===== src/sv/bed_pkg.sv =====
// ----------------------------------------------------------------------------
// bed_pkg
// Shared types and constants of the ball Euclidean distance block.
// ----------------------------------------------------------------------------
`default_nettype none

package bed_pkg;

	localparam int VALUE_W  = 32;
	localparam int MAG_W    = 32;
	localparam int SUM_W    = 64;
	localparam int RADIUS_W = 48;

	// Jobs waiting between the accumulator and the root unit.
	localparam int QUEUE_DEPTH = 2;
	localparam int QPTR_W      = $clog2(QUEUE_DEPTH);
	localparam int QCNT_W      = $clog2(QUEUE_DEPTH + 1);

	// One finished vector pair, handed from the front part to the back part.
	typedef struct packed {
		logic [SUM_W-1:0]    sum;
		logic                saturated;
		logic                equal;
		logic [RADIUS_W-1:0] first_radius;
		logic [RADIUS_W-1:0] second_radius;
	} job_t;

	// Fill status of the job queue.
	typedef struct packed {
		logic full;
		logic not_empty;
	} queue_status_t;

endpackage

`default_nettype wire


===== src/sv/ball_euclidean_distance.sv =====
// ----------------------------------------------------------------------------
// ball_euclidean_distance
// Euclidean distance of two vectors, with covering-radius tests on the balls.
// ----------------------------------------------------------------------------
//
//   channel   handshake                    carries
//   pair      pair_valid / pair_stall      one element pair per beat, radii
//   result    result_valid / result_stall  distance, gap and ball tests
//
// The front part takes one pair beat per cycle while pair_stall is low:
// difference, a registered 32x32 square, then a saturating 64-bit
// accumulation. A pair beat marked last hands the finished sum to a
// two-entry job queue. The back part computes the 32+FRACTION_BITS-bit
// root one bit per cycle, then does the radius arithmetic in ST_SUM and
// ST_DONE; it takes the next vector pair only once it is back in ST_IDLE.
// Reset is asynchronous and clears only the control state and the accumulator;
// there is no clearing pass. pair_stall rises only when a last beat finds
// the job queue full; result_stall holds the result register and the root
// unit waits on it at its final step.
// ----------------------------------------------------------------------------
`default_nettype none

module ball_euclidean_distance #(
	parameter int FRACTION_BITS = 16
) (
	input  wire logic                               clk,
	input  wire logic                               arst_n,
	input  wire logic                               pair_valid,
	output logic                                    pair_stall,
	input  wire logic signed [bed_pkg::VALUE_W-1:0] first_value,
	input  wire logic signed [bed_pkg::VALUE_W-1:0] second_value,
	input  wire logic                               first_present,
	input  wire logic                               second_present,
	input  wire logic                               last_pair,
	input  wire logic [bed_pkg::RADIUS_W-1:0]       first_radius,
	input  wire logic [bed_pkg::RADIUS_W-1:0]       second_radius,
	output logic                                    result_valid,
	input  wire logic                               result_stall,
	output logic [bed_pkg::RADIUS_W-1:0]            ball_distance,
	output logic [bed_pkg::RADIUS_W-1:0]            outer_gap,
	output logic                                    balls_overlap,
	output logic                                    first_contains_second,
	output logic                                    second_contains_first,
	output logic                                    vectors_equal,
	output logic                                    sum_saturated
);

	// Jobs cross from the accumulator to the root unit through the queue, so
	// the next vector pair streams in while the previous root is worked out.
	logic                   push, pop;
	bed_pkg::job_t          push_job, pop_job;
	bed_pkg::queue_status_t q_status;

	bed_front u_front (
		.clk            (clk),
		.arst_n         (arst_n),
		.pair_valid     (pair_valid),
		.pair_stall     (pair_stall),
		.first_value    (first_value),
		.second_value   (second_value),
		.first_present  (first_present),
		.second_present (second_present),
		.last_pair      (last_pair),
		.first_radius   (first_radius),
		.second_radius  (second_radius),
		.push           (push),
		.push_job       (push_job),
		.q_status       (q_status)
	);

	bed_queue u_queue (
		.clk      (clk),
		.arst_n   (arst_n),
		.push     (push),
		.push_job (push_job),
		.pop      (pop),
		.pop_job  (pop_job),
		.status   (q_status)
	);

	// The back part owns the result register, which parts the root unit
	// from a stalled consumer.
	bed_back #(
		.FRACTION_BITS (FRACTION_BITS)
	) u_back (
		.clk                   (clk),
		.arst_n                (arst_n),
		.q_status              (q_status),
		.pop_job               (pop_job),
		.pop                   (pop),
		.result_valid          (result_valid),
		.result_stall          (result_stall),
		.ball_distance         (ball_distance),
		.outer_gap             (outer_gap),
		.balls_overlap         (balls_overlap),
		.first_contains_second (first_contains_second),
		.second_contains_first (second_contains_first),
		.vectors_equal         (vectors_equal),
		.sum_saturated         (sum_saturated)
	);

endmodule

`default_nettype wire


===== src/sv/bed_front.sv =====
// ----------------------------------------------------------------------------
// bed_front
// Takes element pairs, squares their difference and accumulates the sum.
// ----------------------------------------------------------------------------
`default_nettype none

module bed_front (
	input  wire logic                             clk,
	input  wire logic                             arst_n,
	input  wire logic                             pair_valid,
	output logic                                  pair_stall,
	input  wire logic signed [bed_pkg::VALUE_W-1:0] first_value,
	input  wire logic signed [bed_pkg::VALUE_W-1:0] second_value,
	input  wire logic                             first_present,
	input  wire logic                             second_present,
	input  wire logic                             last_pair,
	input  wire logic [bed_pkg::RADIUS_W-1:0]     first_radius,
	input  wire logic [bed_pkg::RADIUS_W-1:0]     second_radius,
	output logic                                  push,
	output bed_pkg::job_t                         push_job,
	input  wire bed_pkg::queue_status_t           q_status
);

	logic signed [bed_pkg::VALUE_W:0] a_ext, b_ext, diff;
	logic [bed_pkg::MAG_W-1:0]        mag;
	logic                             pair_eq;
	logic                             advance;
	logic [bed_pkg::SUM_W:0]          add_full;
	logic [bed_pkg::SUM_W-1:0]        sum_next;
	logic                             sat_next, eq_next;

	logic                          valid_s1, eq_s1, last_s1;
	logic [bed_pkg::MAG_W-1:0]     mag_s1;
	logic [bed_pkg::RADIUS_W-1:0]  r1_s1, r2_s1;
	logic                          valid_s2, eq_s2, last_s2;
	logic [2*bed_pkg::MAG_W-1:0]   sq_s2;
	logic [bed_pkg::RADIUS_W-1:0]  r1_s2, r2_s2;

	logic [bed_pkg::SUM_W-1:0] sum_q;
	logic                      ovf_q, eq_q;

	// An absent element counts as zero.
	always_comb begin
		a_ext   = first_present  ? {first_value[bed_pkg::VALUE_W-1], first_value}   : '0;
		b_ext   = second_present ? {second_value[bed_pkg::VALUE_W-1], second_value} : '0;
		diff    = a_ext - b_ext;
		mag     = diff[bed_pkg::VALUE_W] ? bed_pkg::MAG_W'(-diff)
		                                 : bed_pkg::MAG_W'(diff);
		pair_eq = (first_present == second_present) && (!first_present || a_ext == b_ext);
	end

	// The whole pipeline holds only when a finished sum finds the queue full.
	assign advance    = !(valid_s2 && last_s2 && q_status.full);
	assign pair_stall = !advance;

	always_ff @(posedge clk or negedge arst_n) begin
		if (!arst_n) begin
			valid_s1 <= 1'b0;
			valid_s2 <= 1'b0;
		end else if (advance) begin
			valid_s1 <= pair_valid;
			valid_s2 <= valid_s1;
		end
	end

	always_ff @(posedge clk) begin
		if (advance) begin
			mag_s1  <= mag;
			eq_s1   <= pair_eq;
			last_s1 <= last_pair;
			r1_s1   <= first_radius;
			r2_s1   <= second_radius;
			sq_s2   <= mag_s1 * mag_s1;
			eq_s2   <= eq_s1;
			last_s2 <= last_s1;
			r1_s2   <= r1_s1;
			r2_s2   <= r2_s1;
		end
	end

	always_comb begin
		add_full = {1'b0, sum_q} + {1'b0, sq_s2};
		sum_next = add_full[bed_pkg::SUM_W] ? '1 : add_full[bed_pkg::SUM_W-1:0];
		sat_next = ovf_q || add_full[bed_pkg::SUM_W];
		eq_next  = eq_q && eq_s2;
	end

	assign push                   = valid_s2 && last_s2 && advance;
	assign push_job.sum           = sum_next;
	assign push_job.saturated     = sat_next;
	assign push_job.equal         = eq_next;
	assign push_job.first_radius  = r1_s2;
	assign push_job.second_radius = r2_s2;

	// The accumulator starts afresh after every last pair.
	always_ff @(posedge clk or negedge arst_n) begin
		if (!arst_n) begin
			sum_q <= '0;
			ovf_q <= 1'b0;
			eq_q  <= 1'b1;
		end else if (valid_s2 && advance) begin
			if (last_s2) begin
				sum_q <= '0;
				ovf_q <= 1'b0;
				eq_q  <= 1'b1;
			end else begin
				sum_q <= sum_next;
				ovf_q <= sat_next;
				eq_q  <= eq_next;
			end
		end
	end

	a_push_room: assert property (@(posedge clk) disable iff (!arst_n)
		push |-> !q_status.full)
		else $error("job pushed into a full queue");

	a_restart: assert property (@(posedge clk) disable iff (!arst_n)
		push |=> (sum_q == '0 && !ovf_q && eq_q))
		else $error("accumulator not cleared after a last pair");

	a_sat_pinned: assert property (@(posedge clk) disable iff (!arst_n)
		ovf_q |-> (sum_q == '1))
		else $error("saturated sum is not at its maximum");

endmodule

`default_nettype wire


===== src/sv/bed_queue.sv =====
// ----------------------------------------------------------------------------
// bed_queue
// Short first-in first-out queue of finished sums waiting for the root unit.
// ----------------------------------------------------------------------------
`default_nettype none

module bed_queue (
	input  wire logic              clk,
	input  wire logic              arst_n,
	input  wire logic              push,
	input  wire bed_pkg::job_t     push_job,
	input  wire logic              pop,
	output bed_pkg::job_t          pop_job,
	output bed_pkg::queue_status_t status
);

	bed_pkg::job_t                entry_q [bed_pkg::QUEUE_DEPTH];
	logic [bed_pkg::QPTR_W-1:0]   wr_ptr_q, rd_ptr_q;
	logic [bed_pkg::QCNT_W-1:0]   count_q;

	assign status.full      = (count_q == bed_pkg::QCNT_W'(bed_pkg::QUEUE_DEPTH));
	assign status.not_empty = (count_q != '0);
	assign pop_job          = entry_q[rd_ptr_q];

	always_ff @(posedge clk) begin
		if (push) begin
			entry_q[wr_ptr_q] <= push_job;
		end
	end

	always_ff @(posedge clk or negedge arst_n) begin
		if (!arst_n) begin
			wr_ptr_q <= '0;
			rd_ptr_q <= '0;
			count_q  <= '0;
		end else begin
			if (push) begin
				wr_ptr_q <= (wr_ptr_q == bed_pkg::QPTR_W'(bed_pkg::QUEUE_DEPTH - 1))
				            ? '0 : wr_ptr_q + 1'b1;
			end
			if (pop) begin
				rd_ptr_q <= (rd_ptr_q == bed_pkg::QPTR_W'(bed_pkg::QUEUE_DEPTH - 1))
				            ? '0 : rd_ptr_q + 1'b1;
			end
			if (push && !pop) begin
				count_q <= count_q + 1'b1;
			end else if (pop && !push) begin
				count_q <= count_q - 1'b1;
			end
		end
	end

endmodule

`default_nettype wire


===== src/sv/bed_back.sv =====
// ----------------------------------------------------------------------------
// bed_back
// Bit-serial square root of a finished sum, radius tests and result register.
// ----------------------------------------------------------------------------
`default_nettype none

module bed_back #(
	parameter int FRACTION_BITS = 16
) (
	input  wire logic                         clk,
	input  wire logic                         arst_n,
	input  wire bed_pkg::queue_status_t       q_status,
	input  wire bed_pkg::job_t                pop_job,
	output logic                              pop,
	output logic                              result_valid,
	input  wire logic                         result_stall,
	output logic [bed_pkg::RADIUS_W-1:0]      ball_distance,
	output logic [bed_pkg::RADIUS_W-1:0]      outer_gap,
	output logic                              balls_overlap,
	output logic                              first_contains_second,
	output logic                              second_contains_first,
	output logic                              vectors_equal,
	output logic                              sum_saturated
);

	localparam int ROOT_W = bed_pkg::SUM_W / 2 + FRACTION_BITS;
	localparam int RAD_W  = 2 * ROOT_W;
	localparam int REM_W  = ROOT_W + 2;
	localparam int CNT_W  = $clog2(ROOT_W);
	localparam int WIDE_W = bed_pkg::RADIUS_W + 1;

	typedef enum logic [1:0] {
		ST_IDLE,
		ST_ROOT,
		ST_SUM,
		ST_DONE
	} state_t;

	state_t                      state_q;
	logic [RAD_W-1:0]            rad_q;
	logic [REM_W-1:0]            rem_q;
	logic [ROOT_W-1:0]           root_q;
	logic [CNT_W-1:0]            cnt_q;
	logic [bed_pkg::RADIUS_W-1:0] r1_q, r2_q;
	logic                        eq_q, sat_q;
	logic [WIDE_W-1:0]           rs_q, d1_q, d2_q;

	logic [REM_W+1:0]            rem_sh, trial, rem_sub;
	logic                        take;
	logic [bed_pkg::RADIUS_W-1:0] dist48;
	logic [WIDE_W-1:0]           dist_w, gap_w;
	logic                        out_free;

	// One result bit per step: bring down two radicand bits and try root*4+1.
	always_comb begin
		rem_sh  = {rem_q, rad_q[RAD_W-1 -: 2]};
		trial   = (REM_W + 2)'({root_q, 2'b01});
		rem_sub = rem_sh - trial;
		take    = (rem_sh >= trial);
		dist48  = bed_pkg::RADIUS_W'(root_q);
		dist_w  = {1'b0, dist48};
		gap_w   = dist_w - rs_q;
	end

	assign out_free = !result_valid || !result_stall;
	assign pop      = (state_q == ST_IDLE) && q_status.not_empty;

	always_ff @(posedge clk or negedge arst_n) begin
		if (!arst_n) begin
			state_q      <= ST_IDLE;
			result_valid <= 1'b0;
		end else begin
			if (state_q == ST_DONE && out_free) begin
				result_valid <= 1'b1;
			end else if (result_valid && !result_stall) begin
				result_valid <= 1'b0;
			end
			case (state_q)
				ST_IDLE: begin
					if (pop) begin
						state_q <= ST_ROOT;
					end
				end
				ST_ROOT: begin
					if (cnt_q == '0) begin
						state_q <= ST_SUM;
					end
				end
				ST_SUM: begin
					state_q <= ST_DONE;
				end
				ST_DONE: begin
					if (out_free) begin
						state_q <= ST_IDLE;
					end
				end
				default: begin
					state_q <= ST_IDLE;
				end
			endcase
		end
	end

	always_ff @(posedge clk) begin
		case (state_q)
			ST_IDLE: begin
				if (pop) begin
					rad_q  <= RAD_W'(pop_job.sum) << (2 * FRACTION_BITS);
					rem_q  <= '0;
					root_q <= '0;
					cnt_q  <= CNT_W'(ROOT_W - 1);
					r1_q   <= pop_job.first_radius;
					r2_q   <= pop_job.second_radius;
					eq_q   <= pop_job.equal;
					sat_q  <= pop_job.saturated;
				end
			end
			ST_ROOT: begin
				rad_q  <= rad_q << 2;
				rem_q  <= take ? REM_W'(rem_sub) : REM_W'(rem_sh);
				root_q <= {root_q[ROOT_W-2:0], take};
				cnt_q  <= cnt_q - 1'b1;
			end
			ST_SUM: begin
				rs_q <= {1'b0, r1_q} + {1'b0, r2_q};
				d1_q <= dist_w + {1'b0, r1_q};
				d2_q <= dist_w + {1'b0, r2_q};
			end
			ST_DONE: begin
				if (out_free) begin
					ball_distance         <= dist48;
					outer_gap             <= (dist_w > rs_q) ? gap_w[bed_pkg::RADIUS_W-1:0] : '0;
					balls_overlap         <= (dist_w < rs_q);
					first_contains_second <= (d2_q < {1'b0, r1_q});
					second_contains_first <= (d1_q < {1'b0, r2_q});
					vectors_equal         <= eq_q;
					sum_saturated         <= sat_q;
				end
			end
			default: begin
			end
		endcase
	end

	a_load_from_done: assert property (@(posedge clk) disable iff (!arst_n)
		$rose(result_valid) |-> $past(state_q == ST_DONE))
		else $error("result loaded outside the final step");

	a_root_range: assert property (@(posedge clk) disable iff (!arst_n)
		result_valid |-> ((ball_distance >> ROOT_W) == '0))
		else $error("distance wider than the root");

	a_gap_bound: assert property (@(posedge clk) disable iff (!arst_n)
		result_valid |-> (outer_gap <= ball_distance))
		else $error("outer gap exceeds distance");

	a_pop_idle: assert property (@(posedge clk) disable iff (!arst_n)
		pop |=> (state_q == ST_ROOT && cnt_q == CNT_W'(ROOT_W - 1)))
		else $error("root unit not started after a pop");

endmodule

`default_nettype wire


===== config.mk =====
export PLATFORM = sky130hd
export DESIGN_NAME = ball_euclidean_distance
export DESIGN_NICKNAME = d
export VERILOG_FILES = /design/src/sv/bed_pkg.sv /design/src/sv/ball_euclidean_distance.sv /design/src/sv/bed_front.sv /design/src/sv/bed_queue.sv /design/src/sv/bed_back.sv
export SDC_FILE = /design/constraint.sdc
export NUM_CORES = 2
export LEC_CHECK = 0
export ABC_AREA = 0
export BUFFER_PORTS_ARGS = -buffer_cell sky130_fd_sc_hd__buf_2
export CAP_MARGIN = 20
export CORE_AREA = 2 2 729 368
export DETAILED_ROUTE_END_ITERATION = 8
export DIE_AREA = 0 0 731 370
export GPL_ROUTABILITY_DRIVEN = 0
export SLEW_MARGIN = 10
export SYNTH_ARGS = -nofsm -noshare
export SYNTH_HDL_FRONTEND = slang
export SYNTH_SLANG_ARGS = --single-unit

===== constraint.sdc =====
create_clock -name clk -period 12.62 [get_ports clk]
set_clock_uncertainty 0.2 [all_clocks]
set_input_delay 2.524 -clock clk [delete_from_list [all_inputs] [get_ports clk]]
set_output_delay 2.524 -clock clk [all_outputs]
set_load 0.03 [all_outputs]

# Yosys cells after proc, flatten, opt, wreduce, memory -nomap -nowiden
# Memory sizes are Yosys's and may differ from the RTL's.
# Cells that the tools add are included.
totals:
  regBits: 913
  ram_bits: 324
  inputBits: 167
  out_inout_bits: 103
  wordCells: 125
  mem_count: 1
memory_table:
  columns: ["name", "words", "word_bits", "read_ports", "rd_ports_with_merged_regs", "wr", "line_no", "text"]
  rows:
  - ["u_queue.entry_q", 2, 162, 1, 0, 1, "bed_queue.sv:17", "bed_pkg::job_t entry_q [bed_pkg::QUEUE_DEPTH];"]
op_classes:
  addsub: 13
  multipliers: 1
  order_cmp: 5
  eq_ne: 9
  mux: 28
  n_reduce_logical: 30
ops:
  columns: ["operator", "count"]
  rows:
  - ["$pmux W96 S2", 1]
  - ["$add A48 B48 Y49", 3]
  - ["$mux W64", 2]
  - ["$mux W50", 2]
  - ["$pmux W50 S2", 1]
  - ["$lt A49 B48 Y1", 2]
  - ["$mux W96", 1]
  - ["$pmux W48 S2", 1]
  - ["$mux W33", 2]
  - ["$add A64 B64 Y65", 1]
  - ["$mul A32 B32 Y64", 1]
  - ["$ge A52 B50 Y1", 1]
  - ["$sub A50 B50 Y50", 1]
  - ["$gt A48 B49 Y1", 1]
  - ["$lt A48 B49 Y1", 1]
  - ["$mux W48", 1]
  - ["$sub A48 B48 Y48", 1]
  - ["$eq A33 B33 Y1", 1]
  - ["$sub A33 B33 Y33", 1]
  - ["$mux W32", 1]
  - ["$neg A32 Y32", 1]
  - ["$pmux W6 S2", 1]
  - ["$logic_and A1 B1 Y1", 11]
  - ["$mux W2", 5]
  - ["other kinds (19)", 42]

# Depth between registers and ports, before layout
logic_depth:
  depth_word: 8
  depth_mapped: 33
  mapped_depth_nobuf: 30

# Hierarchy
# A second synthesis with hierarchy kept.
unflattened:
  cells_unflattened: 8473
  area_unflattened_um2: 93764.9
by_module_without_submodules:
  columns: ["module", "n_inst", "cells_per_inst", "area_per_inst_um2", "seq_area_each_um2"]
  rows:
  - ["bed_front", 1, 4777, 47961.0, 10441.3]
  - ["bed_back", 1, 3176, 33652.3, 15509.9]
  - ["bed_queue", 1, 520, 12151.7, 9829.4]

# Worst setup path before layout
# OpenSTA, ideal clock, no wires.
synth_path:
  path_kind: "flip-flop to output port"
  from: "register u_queue.count_q[0] in the netlist's numbering"
  to: "output pair_stall"
  t_arrival_ns: 10.046
  slack_ns: -0.150
  stages_incl_launch_ff: 4
  cell_sequence: "dfrtp_1 -> nor2b_1 -> nand3_1 -> inv_1"
synth_via:
  elab_chain_cells: 2
synth_rtl:
  columns: ["item", "line_no", "text"]
  rows:
  - ["from (decl)", "bed_queue.sv:19", "logic [bed_pkg::QCNT_W-1:0] count_q;"]
  - ["from (signal assigned)", "bed_queue.sv:46", "count_q <= count_q + 1'b1;"]
  - ["from (signal assigned)", "bed_queue.sv:48", "count_q <= count_q - 1'b1;"]
  - ["$eq A2 B2 Y1", "bed_queue.sv:21", "assign status.full = (count_q == bed_pkg::QCNT_W'(bed_pkg::QUEUE_DEPTH));"]
  - ["$logic_and A1 B1 Y1", "bed_front.sv:53", "assign advance = !(valid_s2 && last_s2 && q_status.full);"]
  - ["to (decl)", "ball_euclidean_distance.sv:29", "output logic pair_stall,"]
# Every way passes these cells.

# Worst setup path in the final report
layout_path:
  from: "register u_front.mag_s1[9] in the netlist's numbering"
  to: "register u_front.sq_s2[62] in the netlist's numbering, data pin"
layout_via:
  elab_chain_cells: 1
layout_rtl:
  columns: ["item", "line_no", "text"]
  rows:
  - ["from (decl)", "bed_front.sv:33", "logic [bed_pkg::MAG_W-1:0] mag_s1;"]
  - ["from (signal assigned)", "bed_front.sv:68", "mag_s1 <= mag;"]
  - ["$mul A32 B32 Y64", "bed_front.sv:73", "sq_s2 <= mag_s1 * mag_s1;"]
  - ["to (signal assigned)", "bed_front.sv:73", null]
  - ["to (decl)", "bed_front.sv:36", "logic [2*bed_pkg::MAG_W-1:0] sq_s2;"]
# Every way passes these cells.
# A chain may end at the register's enable or synchronous reset.

==> reports/results.tsv <==
metric	value	unit
Max-Cap Viols	0	
Port Buf Inserts	269	
min-delay worst type	flip-flop to flip-flop	
Tot GR Track Use	19.6	%
ranking of synthesized cells by area	edfxtp_1 37%, fa_1 17%, ha_1 10%	
maximum buffer depth of the clock tree	3	
Tcrit/Tclk final	86.4	%
Reg clk slew, reported paths	0.07	ns
die width	731	um
via count	64726	
first-pass GRT wire length	402	mm
Final setup viols	0	
Die H	370	um
share of cells above drive strength 1	8.42	%
Net Count, Synth	10085	
drt wl/cell	22.1	um
First-pass DRT Iterations	8	
Worst-Margin Slew	1.16	ns
Critical Path Sink Type	flip-flop	
top achievable clock speed	0.0917	GHz
H-tree levels	3	
fin nets	10294	
worst-path fanout max	10	
CP required	12.88	ns
yosys warns	0	
die area	270000	um^2
setup bufs post-CTS	0	
Post-synth ARST share	6.23	%
register area share after synthesis	38.9	%
Overflow after GRT	0	
# rows	134	
# DRC	0	
Root Buffer	clkbuf_16	
Commonest cells post-synth	1,329 x inv_1, 1,129 x edfxtp_1, 801 x fa_1, 734 x ha_1, 664 x nand2_1	
post-DP HPWL	216	mm
syn_area_per_cell	11.0	um^2
vias per cell	5.29	
max-slew violations	0	
Post-synth EDFFs	1129	
Core Area	265000	um^2
CTS hold repair buffers	0	
synthesized area	92000	um^2
I/O Pins	270	
CTS tree	yes	
dominant synthesized flop cell	edfxtp_1	
P&R area growth vs syn	10.0	%
outcome	finished clean	
count leader, synth	inv_1	
Skew-Pair Late Insertion Delay	0.74	ns
CTS Buf Count	108	
Yosys top cell area share	36.9	%
Final Hold Vio Count	0	
largest area contributor in the netlist	edfxtp_1	
RSZ-0062 raised after global routing	false	
DRT iter0 DRCs	7707	
post-route ant nets	0	
CP arrival	11.16	ns
Netlist cell types	98	
starting density of the core	34.7	%
crit path time final	10.90	ns
vias in the first global route	62989	
#FFs+latches synth	1204	
setup_tns	0	ns
CTS sink count	1204	
WL final	270	mm
initial antenna violation count	22	
Synth Instances	8383	
Setup Crit Path Kind	flip-flop to flip-flop	
cells resized by post-CTS repair	0	
Worst slew margin	22.1	%
CP Launch Type	flip-flop	
largest net degree at the start of global routing	97	
sequential cells by signal, indices dropped and copies added, names as in the netlist, 2 cells and up:
signal,cells
u_back.rad_q,64
u_front.mag_s1,32
u_back.rem_q,50
u_back.r2_q,48
u_back.cnt_q,6
u_queue.entry_q,324
u_front.r2_s1,48
u_front.r2_s2,48
u_back.r1_q,48
u_front.r1_s1,48
u_back.dist48,48
u_front.sum_q,64
u_queue.count_q,2
u_front.r1_s2,48
u_back.d1_q,49
u_front.sq_s2,63
u_back.outer_gap,48
u_back.ball_distance,48
u_back.rs_q,49
u_back.d2_q,49
u_back.state_q,2
worst paths after layout:
kind | from | end | slack (ns) | cells past startpoint
max in group asynchronous | arst_n | u_queue.rd_ptr_q | 9.39 | 2
min in group asynchronous | arst_n | u_front.sum_q[26] | 1.51 | 1
max | u_front.mag_s1[9] | u_front.sq_s2[62] | 1.72 | 27
min reg2reg | u_front.r2_s1[44] | u_front.r2_s2[44] | 0.19 | 0
max reg2reg | u_front.mag_s1[9] | u_front.sq_s2[62] | 1.72 | 27
min | u_front.r2_s1[44] | u_front.r2_s2[44] | 0.19 | 0
placed cells by master (no fill, tap or decap), drive strengths merged, types with 17 or more instances in the layout:
cell	instances
xor2	142
a21oi	458
xnor2	258
inv	1342
a21o	281
nor2	330
mux2i	73
edfxtp	1129
nor3	64
nor2b	68
mux2	101
nand2	664
o21a	44
clkinv	36
ha	734
or3	26
dfrtp	74
o31ai	24
o211ai	24
nand3	93
clkbuf	130
o21bai	71
buf	368
nand2b	85
a31o	22
or2	29
a22o	58
and3	53
o21ai	313
a21boi	17
nand4	91
a31oi	64
and2	301
fa	801
a211oi	42
layout make-up:
| class | instances | area [um^2] |
|---|---|---|
| repair buffers | 368 | 2110 |
| diodes | 10 | 25.0 |
| inverters | 1333 | 5010 |
| clock inverters | 66 | 753 |
| fillers | 25525 | 164000 |
| well taps | 3536 | 4420 |
| flip-flops and latches | 1204 | 35800 |
| clock buffers | 130 | 2830 |
| multi-input cells | 5577 | 50300 |
routing by layer:
metal	up-vias	track usage, %	part of all wire, %	wire length, um
met2	3238	23.2	34	92700
met4	6	2.38	1.1	3030
met3	255	8.30	15	40700
met5	-	0	0.017	46
met1	32169	32.4	49	133000
li1	29058	-	-	-
cell families (layout without fill, tap and decap cells):
family	Yosys count	count (layout)	share of synthesized area, %
and+or+nand+nor	1885	1885	10.1
buffers and inverters	1602	1897	6.57
AOI/OAI and AO/OA	1583	1583	11.2
adders and majority gates	1535	1535	27.4
DFF	1204	1204	38.9
xor gates and xnor gates	400	400	3.82
muxes	174	174	2.03
other	0	10	0
metrics by stage:
stage	std cells	hold WS (ns)	utilization (%)	instance area (um^2)	worst slack, ns
floorplan	8383	0.200	-	92000	1.90
global placement	12016	0.204	36.9	97600	1.88
detailed placement	12017	0.205	36.9	97600	1.96
CTS	12213	0.190	38.2	101000	1.92
global route	12214	0.211	38.2	101000	1.42
finish	12224	0.190	38.2	101000	1.72
critical path, cell delays in order (launching register included):
cell and delay [ns]:
edfxtp_1 0.67, clkinv_1 0.69, nor2_1 0.44, xor2_1 0.13
ha_1 0.19, a31o_2 0.23, fa_1 0.53, inv_1 0.05
fa_1 0.44, fa_1 0.50, inv_1 0.05, fa_1 0.39
fa_1 0.51, fa_1 0.56, inv_1 0.06, fa_1 0.53
inv_1 0.04, ha_1 0.43, and2_1 0.38, nand3_1 0.20
nand2b_1 0.29, a211oi_1 0.95, o21ai_0 0.45, a211o_1 0.48
a211oi_1 0.50, o2111a_1 0.36, nand2b_1 0.19, o311ai_0 0.17
Power is not shown: default switching activity piles up to over one toggle a cycle in this logic, so the estimate is an artifact.
